$ cat config.mk
export PLATFORM = sky130hd
export DESIGN_NAME = tcp_syn_fingerprint_extract_core
export DESIGN_NICKNAME = d
export VERILOG_FILES = /design/src/hw/rtl/tsfe_pkg.sv /design/src/hw/rtl/tcp_syn_fingerprint_extract_core.sv /design/src/hw/rtl/tsfe_parser.sv /design/src/hw/rtl/tsfe_out_buf.sv
export SDC_FILE = /design/constraint.sdc
export NUM_CORES = 1
export LEC_CHECK = 0
export ABC_AREA = 1
export BUFFER_PORTS_ARGS = -buffer_cell sky130_fd_sc_hd__buf_4
export CAP_MARGIN = 20
export CORE_MARGIN = 5
export CORE_UTILIZATION = 65
export DETAILED_ROUTE_END_ITERATION = 6
export GPL_TIMING_DRIVEN = 0
export PLACE_DENSITY = 0.88
export SYNTH_ARGS = -nofsm -noshare
export SYNTH_HDL_FRONTEND = slang
export SYNTH_SLANG_ARGS = --single-unit
export TNS_END_PERCENT = 100
$ cat constraint.sdc
create_clock -name clk -period 15.8 [get_ports clk]
set_input_delay 0.79 -clock clk [delete_from_list [all_inputs] [get_ports clk]]
set_output_delay 0.79 -clock clk [all_outputs]
set_load 0.05 [all_outputs]
$ cat src/hw/rtl/tsfe_pkg.sv
`timescale 1ns / 1ps
// ----------------------------------------------------------------------------
// tsfe_pkg
// Shared constants and types for the TCP SYN fingerprint extractor.
// ----------------------------------------------------------------------------
package tsfe_pkg;

  // Ethernet header length in bytes; the ethertype is its last two bytes
  localparam logic [7:0] ETH_HEADER_BYTES = 8'd14;

  localparam logic [7:0] ETHERTYPE_HI = 8'h08;
  localparam logic [7:0] ETHERTYPE_LO = 8'h00;
  localparam logic [3:0] IP_VERSION4  = 4'd4;
  localparam logic [3:0] MIN_WORDS    = 4'd5;
  localparam logic [7:0] PROTO_TCP    = 8'd6;

  // TCP option kinds
  localparam logic [7:0] OPT_EOL   = 8'd0;
  localparam logic [7:0] OPT_NOP   = 8'd1;
  localparam logic [7:0] OPT_MSS   = 8'd2;
  localparam logic [7:0] OPT_WSCL  = 8'd3;
  localparam logic [7:0] OPT_SACKP = 8'd4;
  localparam logic [7:0] OPT_TSTMP = 8'd8;

  typedef enum logic [2:0] {
    ST_OK        = 3'd0,
    ST_NOT_IPV4  = 3'd1,
    ST_BAD_VER   = 3'd2,
    ST_SHORT_IP  = 3'd3,
    ST_NOT_TCP   = 3'd4,
    ST_SHORT_TCP = 3'd5,
    ST_TRUNC     = 3'd6
  } status_t;

  localparam int ResultBits  = 97;
  localparam int ResultBytes = (ResultBits + 7) / 8;
  localparam int TdataBits   = ResultBytes * 8;

  typedef struct packed {
    logic [7:0]  window_scale;
    logic [15:0] max_segment;
    logic [4:0]  option_flags;
    logic [6:0]  header_length_sum;
    logic        ack_set;
    logic        dont_fragment;
    logic [15:0] window;
    logic [7:0]  ttl;
    logic [31:0] source_ip;
    logic [2:0]  status;
  } result_t;

endpackage

$ cat src/hw/rtl/tcp_syn_fingerprint_extract_core.sv
`timescale 1ns / 1ps
// ----------------------------------------------------------------------------
// tcp_syn_fingerprint_extract_core
// Passive TCP/IP fingerprint field extractor for Ethernet frames.
// ----------------------------------------------------------------------------
// Frames enter one byte per item starting at the destination MAC, with tlast
// on the final byte. Bytes may follow back to back while the queue has room;
// the header walk is a single pass of per-byte logic on the parse state
// registers. The frame result is written on the tlast byte into a two-entry
// output queue; if the queue was empty it shows on the master side next cycle.
// Input stalls only when both queue entries hold results not yet taken.
// No reset sweep is needed: the block takes items in the cycle after reset.
module tcp_syn_fingerprint_extract_core (
  input  logic                                clk,
  input  logic                                rst,
  input  logic                                s_tvalid,
  output logic                                s_tready,
  input  logic [7:0]                          s_tdata,   // [7:0] data_byte
  input  logic                                s_tlast,   // last_byte
  output logic                                m_tvalid,
  input  logic                                m_tready,
  // [2:0] status, [34:3] source_ip, [42:35] ttl, [58:43] window,
  // [59] dont_fragment, [60] ack_set, [67:61] header_length_sum,
  // [72:68] option_flags, [88:73] max_segment, [96:89] window_scale, rest 0
  output logic [tsfe_pkg::TdataBits-1:0]      m_tdata
);

  logic              accept;
  logic              res_valid;
  tsfe_pkg::result_t res;
  tsfe_pkg::result_t out_res;

  assign accept = s_tvalid & s_tready;

  tsfe_parser u_parser (
    .clk       (clk),
    .rst       (rst),
    .accept    (accept),
    .data_byte (s_tdata),
    .last_byte (s_tlast),
    .res_valid (res_valid),
    .res       (res)
  );

  tsfe_out_buf u_out_buf (
    .clk       (clk),
    .rst       (rst),
    .push      (res_valid),
    .push_data (res),
    .has_room  (s_tready),
    .out_valid (m_tvalid),
    .out_ready (m_tready),
    .out_data  (out_res)
  );

  assign m_tdata = {{(tsfe_pkg::TdataBits - tsfe_pkg::ResultBits){1'b0}}, out_res};

endmodule

$ cat src/hw/rtl/tsfe_parser.sv
`timescale 1ns / 1ps
// ----------------------------------------------------------------------------
// tsfe_parser
// Per-byte header walker: holds the parse state and builds the frame result
// on the last byte.
// ----------------------------------------------------------------------------
module tsfe_parser (
  input  logic                clk,
  input  logic                rst,
  input  logic                accept,
  input  logic [7:0]          data_byte,
  input  logic                last_byte,
  output logic                res_valid,
  output tsfe_pkg::result_t   res
);

  typedef enum logic [2:0] {
    PH_ETH  = 3'd0,
    PH_IP   = 3'd1,
    PH_TCP  = 3'd2,
    PH_KIND = 3'd3,
    PH_LEN  = 3'd4,
    PH_BODY = 3'd5,
    PH_DONE = 3'd6,
    PH_ERR  = 3'd7
  } phase_t;

  phase_t      phase, phase_next;
  logic [7:0]  byte_pos, byte_pos_next;
  logic [3:0]  ip_words, ip_words_next;
  logic [3:0]  tcp_words, tcp_words_next;
  logic [7:0]  opt_kind, opt_kind_next;
  logic [7:0]  opt_skip, opt_skip_next;
  logic [7:0]  held_ttl, held_ttl_next;
  logic [15:0] held_window, held_window_next;
  logic [31:0] held_source, held_source_next;
  logic [6:0]  held_flags, held_flags_next;
  logic [15:0] held_mss, held_mss_next;
  logic [7:0]  held_scale, held_scale_next;
  logic [2:0]  held_status, held_status_next;

  logic [7:0]  ip_end, tcp_end, ip_off, tcp_off, skip_dec;
  logic        do_kind, fixed_len;
  logic [2:0]  status;

  always_comb begin
    phase_next       = phase;
    ip_words_next    = ip_words;
    tcp_words_next   = tcp_words;
    opt_kind_next    = opt_kind;
    opt_skip_next    = opt_skip;
    held_ttl_next    = held_ttl;
    held_window_next = held_window;
    held_source_next = held_source;
    held_flags_next  = held_flags;
    held_mss_next    = held_mss;
    held_scale_next  = held_scale;
    held_status_next = held_status;

    ip_end   = tsfe_pkg::ETH_HEADER_BYTES + {2'b00, ip_words, 2'b00};
    ip_off   = byte_pos - tsfe_pkg::ETH_HEADER_BYTES;
    tcp_off  = byte_pos - ip_end;
    skip_dec = opt_skip - 8'd1;
    fixed_len = (opt_kind == tsfe_pkg::OPT_SACKP) || (opt_kind == tsfe_pkg::OPT_MSS) ||
                (opt_kind == tsfe_pkg::OPT_WSCL);
    // a short length byte on a variable-size option is read as the next kind
    do_kind = (phase == PH_KIND) ||
              ((phase == PH_LEN) && !fixed_len && (data_byte < 8'd2));

    unique case (phase)
      PH_ETH: begin
        if (byte_pos == tsfe_pkg::ETH_HEADER_BYTES - 8'd2) begin
          if (data_byte != tsfe_pkg::ETHERTYPE_HI) begin
            held_status_next = tsfe_pkg::ST_NOT_IPV4;
            phase_next       = PH_ERR;
          end
        end else if (byte_pos == tsfe_pkg::ETH_HEADER_BYTES - 8'd1) begin
          if (data_byte != tsfe_pkg::ETHERTYPE_LO) begin
            held_status_next = tsfe_pkg::ST_NOT_IPV4;
            phase_next       = PH_ERR;
          end else begin
            phase_next = PH_IP;
          end
        end
      end
      PH_IP: begin
        if (ip_off == 8'd0) begin
          ip_words_next = data_byte[3:0];
          if (data_byte[7:4] != tsfe_pkg::IP_VERSION4) begin
            held_status_next = tsfe_pkg::ST_BAD_VER;
            phase_next       = PH_ERR;
          end else if (data_byte[3:0] < tsfe_pkg::MIN_WORDS) begin
            held_status_next = tsfe_pkg::ST_SHORT_IP;
            phase_next       = PH_ERR;
          end
        end else if (ip_off == 8'd6) begin
          if (data_byte[6]) held_flags_next[5] = 1'b1;
        end else if (ip_off == 8'd8) begin
          held_ttl_next = data_byte;
        end else if (ip_off == 8'd9) begin
          if (data_byte != tsfe_pkg::PROTO_TCP) begin
            held_status_next = tsfe_pkg::ST_NOT_TCP;
            phase_next       = PH_ERR;
          end
        end else if (ip_off >= 8'd12 && ip_off <= 8'd15) begin
          held_source_next = {held_source[23:0], data_byte};
        end
        if (phase_next == PH_IP && byte_pos == ip_end - 8'd1) phase_next = PH_TCP;
      end
      PH_TCP: begin
        if (tcp_off == 8'd12) begin
          tcp_words_next = data_byte[7:4];
          if (data_byte[7:4] < tsfe_pkg::MIN_WORDS) begin
            held_status_next = tsfe_pkg::ST_SHORT_TCP;
            phase_next       = PH_ERR;
          end
        end else if (tcp_off == 8'd13) begin
          if (data_byte[4]) held_flags_next[6] = 1'b1;
        end else if (tcp_off == 8'd14) begin
          held_window_next = {data_byte, 8'h00};
        end else if (tcp_off == 8'd15) begin
          held_window_next = {held_window[15:8], data_byte};
        end
      end
      PH_KIND, PH_LEN, PH_BODY: begin
        if (do_kind) begin
          opt_kind_next = data_byte;
          priority case (data_byte)
            tsfe_pkg::OPT_EOL:   phase_next = PH_BODY;  // soak up rest of header
            tsfe_pkg::OPT_NOP: begin
              held_flags_next[0] = 1'b1;
              phase_next         = PH_KIND;
            end
            tsfe_pkg::OPT_SACKP: begin
              held_flags_next[1] = 1'b1;
              phase_next         = PH_LEN;
            end
            tsfe_pkg::OPT_TSTMP: begin
              held_flags_next[2] = 1'b1;
              phase_next         = PH_LEN;
            end
            tsfe_pkg::OPT_MSS: begin
              held_flags_next[3] = 1'b1;
              held_mss_next      = 16'h0000;
              phase_next         = PH_LEN;
            end
            tsfe_pkg::OPT_WSCL: begin
              held_flags_next[4] = 1'b1;
              held_scale_next    = 8'h00;
              phase_next         = PH_LEN;
            end
            default: phase_next = PH_LEN;
          endcase
        end else if (phase == PH_LEN) begin
          if (opt_kind == tsfe_pkg::OPT_SACKP) begin
            phase_next = PH_KIND;
          end else if (opt_kind == tsfe_pkg::OPT_MSS) begin
            opt_skip_next = 8'd2;
            phase_next    = PH_BODY;
          end else if (opt_kind == tsfe_pkg::OPT_WSCL) begin
            opt_skip_next = 8'd1;
            phase_next    = PH_BODY;
          end else begin
            opt_skip_next = data_byte - 8'd2;
            phase_next    = (data_byte == 8'd2) ? PH_KIND : PH_BODY;
          end
        end else if (opt_kind != tsfe_pkg::OPT_EOL) begin
          if (opt_kind == tsfe_pkg::OPT_MSS) begin
            if (opt_skip == 8'd2) held_mss_next = {data_byte, 8'h00};
            else                  held_mss_next = {held_mss[15:8], held_mss[7:0] | data_byte};
          end else if (opt_kind == tsfe_pkg::OPT_WSCL) begin
            held_scale_next = data_byte;
          end
          opt_skip_next = skip_dec;
          if (skip_dec == 8'd0) phase_next = PH_KIND;
        end
      end
      PH_DONE, PH_ERR: begin
      end
      default: begin
      end
    endcase

    tcp_end = ip_end + {2'b00, tcp_words_next, 2'b00};

    if (phase == PH_TCP && phase_next == PH_TCP && tcp_off == 8'd19)
      phase_next = (byte_pos == tcp_end - 8'd1) ? PH_DONE : PH_KIND;
    if ((phase == PH_KIND || phase == PH_LEN || phase == PH_BODY) &&
        byte_pos == tcp_end - 8'd1)
      phase_next = PH_DONE;

    byte_pos_next = (byte_pos != 8'hFF) ? byte_pos + 8'd1 : byte_pos;
  end

  // frame result, taken from the state after this byte
  always_comb begin
    if (phase_next == PH_ERR)       status = held_status_next;
    else if (phase_next != PH_DONE) status = tsfe_pkg::ST_TRUNC;
    else                            status = tsfe_pkg::ST_OK;

    res = '0;
    res.status = status;
    if (status == tsfe_pkg::ST_OK) begin
      res.source_ip         = held_source_next;
      res.ttl               = held_ttl_next;
      res.window            = held_window_next;
      res.dont_fragment     = held_flags_next[5];
      res.ack_set           = held_flags_next[6];
      res.header_length_sum = {1'b0, ip_words_next, 2'b00} + {1'b0, tcp_words_next, 2'b00};
      res.option_flags      = held_flags_next[4:0];
      res.max_segment       = held_mss_next;
      res.window_scale      = held_scale_next;
    end
  end

  assign res_valid = accept & last_byte;

  always_ff @(posedge clk) begin
    if (rst || (accept && last_byte)) begin
      phase       <= PH_ETH;
      byte_pos    <= '0;
      ip_words    <= '0;
      tcp_words   <= '0;
      opt_kind    <= '0;
      opt_skip    <= '0;
      held_ttl    <= '0;
      held_window <= '0;
      held_source <= '0;
      held_flags  <= '0;
      held_mss    <= '0;
      held_scale  <= '0;
      held_status <= '0;
    end else if (accept) begin
      phase       <= phase_next;
      byte_pos    <= byte_pos_next;
      ip_words    <= ip_words_next;
      tcp_words   <= tcp_words_next;
      opt_kind    <= opt_kind_next;
      opt_skip    <= opt_skip_next;
      held_ttl    <= held_ttl_next;
      held_window <= held_window_next;
      held_source <= held_source_next;
      held_flags  <= held_flags_next;
      held_mss    <= held_mss_next;
      held_scale  <= held_scale_next;
      held_status <= held_status_next;
    end
  end

endmodule

$ cat src/hw/rtl/tsfe_out_buf.sv
`timescale 1ns / 1ps
// ----------------------------------------------------------------------------
// tsfe_out_buf
// Two-entry result queue between the parser and the output stream.
// ----------------------------------------------------------------------------
module tsfe_out_buf (
  input  logic              clk,
  input  logic              rst,
  input  logic              push,
  input  tsfe_pkg::result_t push_data,
  output logic              has_room,
  output logic              out_valid,
  input  logic              out_ready,
  output tsfe_pkg::result_t out_data
);

  tsfe_pkg::result_t entries [2];
  logic       wr_ptr, rd_ptr;
  logic [1:0] count;
  logic       pop;

  assign pop       = out_valid & out_ready;
  assign has_room  = (count != 2'd2);
  assign out_valid = (count != 2'd0);
  assign out_data  = entries[rd_ptr];

  always_ff @(posedge clk) begin
    if (push) entries[wr_ptr] <= push_data;
  end

  always_ff @(posedge clk) begin
    if (rst) begin
      wr_ptr <= 1'b0;
      rd_ptr <= 1'b0;
      count  <= 2'd0;
    end else begin
      if (push) wr_ptr <= ~wr_ptr;
      if (pop)  rd_ptr <= ~rd_ptr;
      if (push && !pop)      count <= count + 2'd1;
      else if (pop && !push) count <= count - 2'd1;
    end
  end

endmodule
Word-level counts from Yosys, hierarchy flattened
Memory sizes are Yosys's and may differ from the RTL's. A register that Yosys moved wholly into a read port is not among the register bits.
Cells that the tools add are included.
{ "totals": {"n_memories": 1, "out_inout_bits": 106, "elab_cells": 214, "regBits": 129, "ram_bits": 194} }
{ "memory_table": {"columns": ["name", "words", "word_bits", "rd", "rd_clocked_by_memory_dff", "wr", "line", "rtl"], "rows": [
  ["u_out_buf.entries", 2, 97, 1, 1, 1, "tsfe_out_buf.sv:17", "tsfe_pkg::result_t entries [2];"]
]} }
{ "classes": {"n_reduce_logical": 33, "n_bitwise": 7, "magnitude_cmp": 5, "n_eq_ne": 36, "mux": 104, "addsub": 12} }
{ "op_table": {"columns": ["cell", "n"], "rows": [
  ["$mux 32", 6],
  ["$mux 16", 11],
  ["$mux 8", 17],
  ["$mux 3", 41],
  ["$mux 94", 1],
  ["$eq 8x4->1 const B", 9],
  ["$eq 8x2->1 const B", 5],
  ["$eq 8x3->1 const B", 3],
  ["$logic_not 8->1", 3],
  ["$sub 8x1->8 const B", 3],
  ["$mux 1", 17],
  ["$eq 8x8->1", 2],
  ["$mux 4", 4],
  ["$reduce_bool 8->1", 2],
  ["$pmux 3 s4", 1],
  ["$logic_and 1x1->1", 10],
  ["$mux 5", 2],
  ["$eq 3x2->1 const B", 3],
  ["$eq 3x3->1 const B", 3],
  ["$pmux 3 s3", 1],
  ["$add 8x1->8 const B", 1],
  ["$add 8x6->8", 1],
  ["$eq 8x1->1 const B", 1],
  ["$eq 8x5->1 const B", 1],
  ["other kinds (31)", 49]
]} }

Depth between registers and ports, before layout
Gate-level depths: netlist (run 1).
{ "depth": {"ltp_word": 21, "ltp_mapped": 37, "mapped_depth_nobuf": 35} }

Modules after synthesis
Synthesis (run 1) repeated with hierarchy kept, for this count alone.
{ "unflattened": {"hier_cells": 1628, "hier_area_um2": 16298.1} }
{ "modules_own_cells": {"columns": ["module", "seq_area_each_um2", "instances", "cells_each", "area_per_inst_um2"], "rows": [
  ["tsfe_parser", 2502.4, 1, 1281, 8886.0],
  ["tsfe_out_buf", 5925.7, 1, 337, 7348.3],
  ["tcp_syn_fingerprint_extract_core", 0.0, 1, 10, 63.8]
]} }

Least setup slack after synthesis (run 1)
OpenSTA, ideal clock, no wires.
{ "synth_timing": {"kind": "register to register", "startpoint": "reg u_out_buf.count[0]", "endpoint": "mem u_out_buf.entries[0][0] in the netlist's numbering (enable)", "required_time_ps": 15250, "stages_incl_launch_ff": 7, "path_slack_ps": 10089, "t_arrival_ps": 5161, "period_less_slack_ps": 5711, "setup_ps": 550, "n_path_buf": 0, "path_cell_list": "dfxtp_1 > inv_1 > nand2_1 > nand2_1 > inv_1 > nand2_1 > nor2_1"} }
{ "synth_between": {"elab_chain_len": 5} }
{ "synth_rtl": {"columns": ["element", "line", "rtl"], "rows": [
  ["start, declared", "tsfe_out_buf.sv:19", "logic [1:0] count;"],
  ["start signal, assigned", "tsfe_out_buf.sv:39", "if (push && !pop) count <= count + 2'd1;"],
  ["start signal, assigned", "tsfe_out_buf.sv:40", "else if (pop && !push) count <= count - 2'd1;"],
  ["$ne 2x2->1", "tsfe_out_buf.sv:23", "assign has_room = (count != 2'd2);"],
  ["net s_tready", "tcp_syn_fingerprint_extract_core.sv:17", "output logic s_tready,"],
  ["$and 1x1->1", "tcp_syn_fingerprint_extract_core.sv:33", "assign accept = s_tvalid & s_tready;"],
  ["$and 1x1->1", "tsfe_parser.sv:216", "assign res_valid = accept & last_byte;"],
  ["$mux 1", "tsfe_out_buf.sv:28", "if (push) entries[wr_ptr] <= push_data;"],
  ["$mux 1 (implied by the code)", "tsfe_out_buf.sv:28", null],
  ["end, declared", "tsfe_out_buf.sv:17", null]
]} }
The timed path passes the listed nets, and every way through them passes these cells.

==> summary.md, run 1 <==
| Metric | Value |
|---|---|
| DP Cell Count | 2055 |
| 1st-pass router iterations | 6 |
| Yosys warnings | 0 |
| Wirelength, routed | 41.1 mm |
| Largest family of logic cells by synthesized area | simple AND/OR/NAND/NOR gates |
| Die area | 27900 um2 |
| Hpwl dp | 29.2 mm |
| Crit path max-delay cell type | fa_1 |
| Share of Yosys cell area claimed by the top area cell type | 35.7% |
| Clock sink count | 320 |
| Num CTS Buffers | 31 |
| Worst-path clk slew | 0.06 ns |
| IO buf count | 104 |
| Via/cell ratio | 5.92 |
| Initial Util | 66.0% |
| Worst Path Max Fanout | 10 |
| # H-tree levels | 1 |
| Reg power frac | 38.7% |
| First-pass GRT wire length | 65.1 mm |
| Storage cell area | 8310 um2 |
| Syn_area_per_cell | 9.92 um2 |
| EDFF count, synth | 190 |
| Slew @ Worst Pin | 0.864 ns |
| Synthesized area | 16000 um2 |
| Count of hold-fix buffers inserted at cts | 0 |
| Top cells by area, synth | edfxtp_1 36%, dfxtp_1 16%, mux2_2 6.7%, nor2_4 5.7%, inv_1 5.5% |
| Post-synthesis simple-gate area fraction | 16.5% |
| CTS tree | yes |
| GRT Total Usage | 28.7% |
| Vias | 12500 |
| Post-synth top area cell | edfxtp_1 |
| Starting DRT DRC Count | 1714 |
| Crit end category | register |
| Cell mode on critical path | nand2_1 |
| Root Buffer | clkbuf_16 |
| IR drop worst, VDD | 116 uV |
| P per Cell Area | 141 nW/um2 |
| WL per Instance | 19.5 um |
| Synth Area in XOR/XNOR | 1.30% |
| Placed cell area | 17400 um2 |
| Mapped Cells | 1613 |
| Utilization after layout | 75.7% |
| Num ports | 119 |
| Post-synthesis mux area share | 6.75% |
| Distinct cell type count after synthesis | 52 |
| Vias in the first global route | 12300 |
| Grt total ovfl | 0 |
| Antenna cell count | 0 |
| Finished Layout Cells | 2113 |
| Net switching power | 0.953 mW |
| Synth Flop Type | edfxtp_1 |
| Core ar. | 24200 um2 |
| Tcrit/Tclk final | 36.5% |
| Layout area overhead | 14.7% |
| Max_cap viols | 0 |
| Seq/Total Area, Yosys | 51.9% |
| Crit Path Class | register to register |
| GP Congestion | 0.985 |
| Total power | 2.59 mW |
| Max-slew violations | 0 |
| Outcome | completed |
| Seq cells post-synth | 320 |
| P_leak | 7.16 nW |
| Max Fclk | 0.173 GHz |
| Internal power | 1.64 mW |
| Clk_lat worst skew | 0.57 ns |
| Flop2flop setup slack | 10.03 ns |
| Post-layout min period | 5.77 ns |
| Crit path DAT | 6.17 ns |
| Critical path launch point type | register |
| Clock Path Buffers | 3 |
| Clock Skew | 0.0252 ns |
| Compound-Gate Fraction of Synth Area | 12.2% |
| Layout Nets | 1803 |
| # fillers | 1576 |
| Area occupied by multi-input gates | 6270 um2 |
| ANT nets after route | 0 |
| Slew Limit Headroom | 42.3% |
| Die height | 167 um |
| Worst Path Required | 16.20 ns |
| Chip width | 167 um |
| Ys async rst share | 0% |
| Slowest stage delay, CP | 0.51 ns |
| Switching portion of total power | 36.8% |
| Min-Delay Path Class | primary input to register |
| Share of cells above drive strength 1 | 22.8% |
| RSZ-0062 raised after global routing | false |
| Fin Setup TNS | 0 ns |
| Resized Gates After CTS | 0 |
| Final routed DRC violation total | 0 |
| Post-CTS Repair Setup Buffers | 0 |
| Initial antenna violation count | 1 |
| Clock power frac | 27.7% |
| Design Area, Final | 18400 um2 |
| Cell Rows | 57 |
| Synth Area in Adders | 2.17% |
| Combinational power share | 33.6% |
| Pin count of the biggest net entering global routing | 30 |
| Final setup viols | 0 |
| Fin. Hold Viols | 0 |
registers in the layout, summed over array words and instances, names as in the netlist, named ones only:
name,flops
u_parser.phase,3
u_parser.byte_pos,8
u_parser.held_source,32
u_parser.held_status,3
u_parser.held_mss,16
u_parser.ip_words,4
u_parser.held_ttl,8
u_parser.held_flags,7
u_parser.tcp_words,4
u_parser.opt_kind,8
u_parser.held_scale,8
u_parser.held_window,16
u_out_buf.count,2
u_out_buf.entries,190
u_out_buf.rd_ptr,1
u_out_buf.wr_ptr,1
u_parser.opt_skip,8
synth_stat cells, types with 2 or more instances:
library cell and count:
inv_1 234, edfxtp_1 190, nand2_1 167, o21ai_0 149
dfxtp_1 130, a21oi_1 116, nor2_1 112, mux2_2 95
nor2_4 81, clkbuf_1 53, o211ai_1 47, nand3_1 32
ha_1 23, nor3_1 17, inv_2 15, nand4_1 13
xor2_1 13, o22ai_1 12, nand2_2 10, buf_12 9
buf_4 9, nand3_2 8, nor4_1 8, buf_1 7
xnor2_1 7, a211oi_1 6, buf_2 6, a221oi_1 5
clkinv_1 4, nor4_2 4, fa_1 3, a2111oi_0 2
a311oi_1 2, a31oi_1 2, nand2_4 2, nand3_4 2
o2111ai_1 2, o21a_1 2
per-stage QoR:
stage | worst slack (ns) | hold WS, ns
after floorplan | 10.09 | 0.441
after global placement | 7.40 | 0.446
after detailed placement | 10.15 | 0.463
after CTS | 10.09 | 0.375
after global routing | 9.59 | 0.372
final | 10.03 | 0.385
metal layers:
layer  track usage, %  up-vias  wire length, um
li1                 -     5747                -
met1             38.4     5879            15800
met2             47.2      734            19400
met3             5.05      146             4080
met4             10.8        0             1840
met5                0        -                0
kinds of logic (layout without fill, tap and decap cells):
| group | count (synthesis) | in the layout |
|---|---|---|
| fa+ha+maj | 26 | 26 |
| other cells | 1 | 9 |
| simple gates | 460 | 460 |
| compound gates | 349 | 349 |
| buf+inv | 339 | 507 |
| mux | 96 | 96 |
| flops | 320 | 320 |
| xor+xnor | 22 | 22 |
layout by cell type, fill, tap and decap left out, types with 3 or more instances in the layout:
cell       netlist  layout
a211oi_1         6       6
a21oi_1        116     116
a221oi_1         5       5
buf_1            7       7
buf_12           9      13
buf_2            6       6
buf_4            9     113
clkbuf_1        53      61
clkbuf_16        0      31
clkbuf_8         0       6
clkinv_1         4       7
clkinv_2         1       7
conb_1           1       9
dfxtp_1        130     130
edfxtp_1       190     190
fa_1             3       3
ha_1            23      23
inv_1          234     234
inv_2           15      15
mux2_2          95      95
nand2_1        167     167
nand2_2         10      10
nand3_1         32      32
nand3_2          8       8
nand4_1         13      13
nor2_1         112     110
nor2_4          81      83
nor3_1          17      17
nor4_1           8       8
nor4_2           4       4
o211ai_1        47      47
o21ai_0        149     149
o22ai_1         12      12
xnor2_1          7       7
xor2_1          13      13
area by class of cell:
| class | instances | area share (%) |
|---|---|---|
| Buffer | 85 | 2.77 |
| Clock buffer | 45 | 4.84 |
| Clock inverter | 13 | 0.518 |
| Inverter | 254 | 5.20 |
| Multi-Input combinational cell | 962 | 34.2 |
| Sequential cell | 320 | 45.3 |
| Tap cell | 324 | 2.21 |
| Timing Repair Buffer | 110 | 4.99 |
power by group through the flow:
stage | sequential (mW) | combinational, mW | clock (mW)
global placement | 1.02 | 0.824 | 0
CTS | 1.00 | 0.865 | 0.719
detailed placement | 1.02 | 0.856 | 0
global route | 1.01 | 0.924 | 0.758
floorplan | 1.01 | 0.632 | 0
finish | 1.00 | 0.871 | 0.717
worst max-delay path, delay by kind of cell, from the launching register on:
family	cells	cell delay [ns]
fa+ha+maj	4	1.36
compound gates	4	0.89
xor+xnor	1	0.23
buf+inv	7	0.79
simple gates	18	1.91
flops	1	0.40
final timing paths:
| path | start | endpoint | cells after the start |
|---|---|---|---|
| setup / recovery | u_parser.ip_words[0]$_SDFFE_PP0P_ | u_out_buf.entries[1][69]$_DFFE_PP_ | 34 |
| hold / removal | rst | u_out_buf.count[0]$_SDFFE_PP0P_ | 2 |
| setup reg to reg | u_parser.ip_words[0]$_SDFFE_PP0P_ | u_out_buf.entries[1][69]$_DFFE_PP_ | 34 |
| hold reg to reg | u_parser.opt_kind[2]$_SDFFE_PP0P_ | u_parser.opt_kind[2]$_SDFFE_PP0P_ | 2 |
No activity file was read; power rests on OpenSTA's default activity.
==> inputs of run 2 (changes only) <==
- CORE_UTILIZATION: 65 -> 61
- PLACE_DENSITY: 0.88 -> 0.84
- clock period: 15.8 -> 5.6 ns (I/O delays scaled with it)
==> summary.md, run 2 (synthesis results as in run 1) <==
| Metric | Value |
|---|---|
| Wirelength, routed | 41.0 mm (-0.29%) |
| Post-layout min period | 5.35 ns (-0.422 ns) |
| WL per Instance | 19.3 um (-0.86%) |
| Max Fclk | 0.187 GHz (+7.9%) |
| GP Congestion | 0.957 (-2.8%) |
| Chip width | 172 um (+3.0%) |
| Critical path buffers and inverters | 6 (-1) |
| Tcrit/Tclk final | 95.5% (+59 points) |
| Net switching power | 2.69 mW (+180%) |
| Initial Util | 61.8% (-4.2 points) |
| Hpwl dp | 28.8 mm (-1.3%) |
| Min Hold Slack | 0.0760 ns (-0.309 ns) |
| Root Buffer | clkbuf_16 |
| CTS tree | yes |
| Commonest non-fill, non-tap cell in the layout | inv_1 |
| # fillers | 1782 (+13%) |
| P_leak | 7.21 nW (+0.73%) |
| Max-slew violations | 0 (unchanged) |
| Num ports | 119 (unchanged) |
| 1st-pass router iterations | 5 (-1) |
| Worst hold path depth | 3 (+1) |
| Top flop regs | u_out_buf.entries x190, u_parser.held_source x32 |
| Internal power | 4.74 mW (+190%) |
| Switching portion of total power | 36.2% (-0.57 points) |
| Final routed DRC violation total | 0 (unchanged) |
| Worst-path clk slew | 0.06 ns (about the same) |
| Vias in the first global route | 12000 (-2.4%) |
| Num CTS Buffers | 31 (unchanged) |
| Max reg flops | 190 (unchanged) |
| Grt total ovfl | 0 (unchanged) |
| Layout Nets | 1804 (+0.055%) |
| Clk_lat worst skew | 0.57 ns (about the same) |
| Clock sink count | 320 (unchanged) |
| Slew @ Worst Pin | 0.794 ns (-0.0697 ns) |
| Core ar. | 25900 um2 (+6.9%) |
| IO buf count | 104 (unchanged) |
| Slew Limit Headroom | 46.8% (+4.6 points) |
| Min-Delay Path Class | primary input to register |
| Crit end category | register |
| Utilization after layout | 71.4% (-4.3 points) |
| GRT Total Usage | 27.2% (-1.5 points) |
| Cell mode on critical path | nand2_1 |
| Initial antenna violation count | 0 (-1) |
| Combinational power share | 33.2% (-0.4 points) |
| Worst Path Required | 6.01 ns (-10.19 ns) |
| Critical path launch point type | register |
| Final worst setup slack | 0.250 ns (-9.78 ns) |
| P per Cell Area | 402 nW/um2 (+180%) |
| Worst Path Max Fanout | 10 (unchanged) |
| Vias | 12300 (-1.7%) |
| ANT nets after route | 0 (unchanged) |
| Clock Skew | 0.0173 ns (-0.00786 ns) |
| Share of cells above drive strength 1 | 23.4% (+0.60 points) |
| Die area | 29600 um2 (+6.2%) |
| Cell Rows | 59 (+3.5%) |
| First-pass GRT wire length | 64.1 mm (-1.5%) |
| Fin. Hold Viols | 0 (unchanged) |
| Starting DRT DRC Count | 1420 (-17%) |
| IR drop worst, VDD | 353 uV (+200%) |
| Largest delay contributor family on the critical path | simple AND/OR/NAND/NOR gates |
| Crit path DAT | 5.76 ns (-0.41 ns) |
| Clock Path Buffers | 3 (unchanged) |
| Fin Setup TNS | 0 ns (unchanged) |
| Slowest stage delay, CP | 0.51 ns (about the same) |
| Total power | 7.44 mW (+190%) |
| R2R cell count | 33 (-2.9%) |
| Pin count of the biggest net entering global routing | 32 (+6.7%) |
| Antenna cell count | 0 (unchanged) |
| Final setup viols | 0 (unchanged) |
| Layout area overhead | 15.6% |
| Most frequent cells in the layout | 234 x inv_1, 190 x edfxtp_1, 167 x nand2_1, 147 x o21ai_0, 128 x dfxtp_1 |
| Max_cap viols | 0 (unchanged) |
| Reg power frac | 38.0% (-0.7 points) |
| Via/cell ratio | 5.78 (-2.3%) |
| Outcome | completed |
| Crit path max-delay cell type | fa_1 |
| # H-tree levels | 1 (unchanged) |
| Reg with most FFs | u_out_buf.entries |
| Crit Path Class | register to register |
| Critical path depth | 33 (-2.9%) |
| Pre-CTS setup slack | -0.156 ns (-10.30 ns) |
| Clock power frac | 28.8% (+1.1 points) |
| Die height | 172 um (+3.0%) |
run 2: final timing paths:
| check | end | slack, ns | start |
|---|---|---|---|
| setup / recovery | u_out_buf.entries[1][45]$_DFFE_PP_ | 0.25 | u_parser.ip_words[0]$_SDFFE_PP0P_ |
| hold / removal | register | 0.08 | m_tready |
| setup reg to reg | u_out_buf.entries[1][45]$_DFFE_PP_ | 0.25 | u_parser.ip_words[0]$_SDFFE_PP0P_ |
| hold reg to reg | u_parser.opt_kind[2]$_SDFFE_PP0P_ | 0.48 | u_parser.opt_kind[2]$_SDFFE_PP0P_ |
run 2: through the flow:
step,instance area [um2],cells
2_1_floorplan,16000,1621
3_3_place_gp,17200,2060
3_5_place_dp,17400,2066
4_1_cts,18400,2125
5_1_grt,18500,2125
6_report,18500,2125
run 2: layout make-up:
cell class,instances,area [um2],area share [%]
multi-input combinational,962,6340,34.3
timing repair buffer,111,911,4.93
buffer,85,508,2.75
clock buffer,46,905,4.89
inverter,254,955,5.16
tap,335,419,2.27
sequential,320,8310,44.9
clock inverter,12,143,0.771
run 2: what timing repair did:
action	in CTS	in global routing
setup endpoints to repair	184	190
resized for setup	3	13
endpoints found under the hold margin	1	0
pin swaps	0	2
hold buffers	1	0
buffers inserted	0	0
run 2: power groups by stage:
stage          registers [mW]  logic (mW)  clock network [mW]
5_1_grt                  2.85        2.63                2.26
3_3_place_gp             2.88        2.34                   0
3_5_place_dp             2.87        2.41                   0
6_report                 2.83        2.47                2.14
2_1_floorplan            2.86        1.78                   0
4_1_cts                  2.82        2.44                2.16
run 2: tightest hold or removal path, cell delays in order:
cell     delay (ns)
buf_4          0.10
nand2_1        0.12
a21oi_1        0.08
run 2: metal layers:
layer  track usage (%)  up-vias  share of wire [%]
li1                  -     5737                  -
met1              38.2     5902                 41
met2              45.2      579                 48
met3              3.41       74                8.7
met4              7.04        0                2.4
met5                 0        -                  0
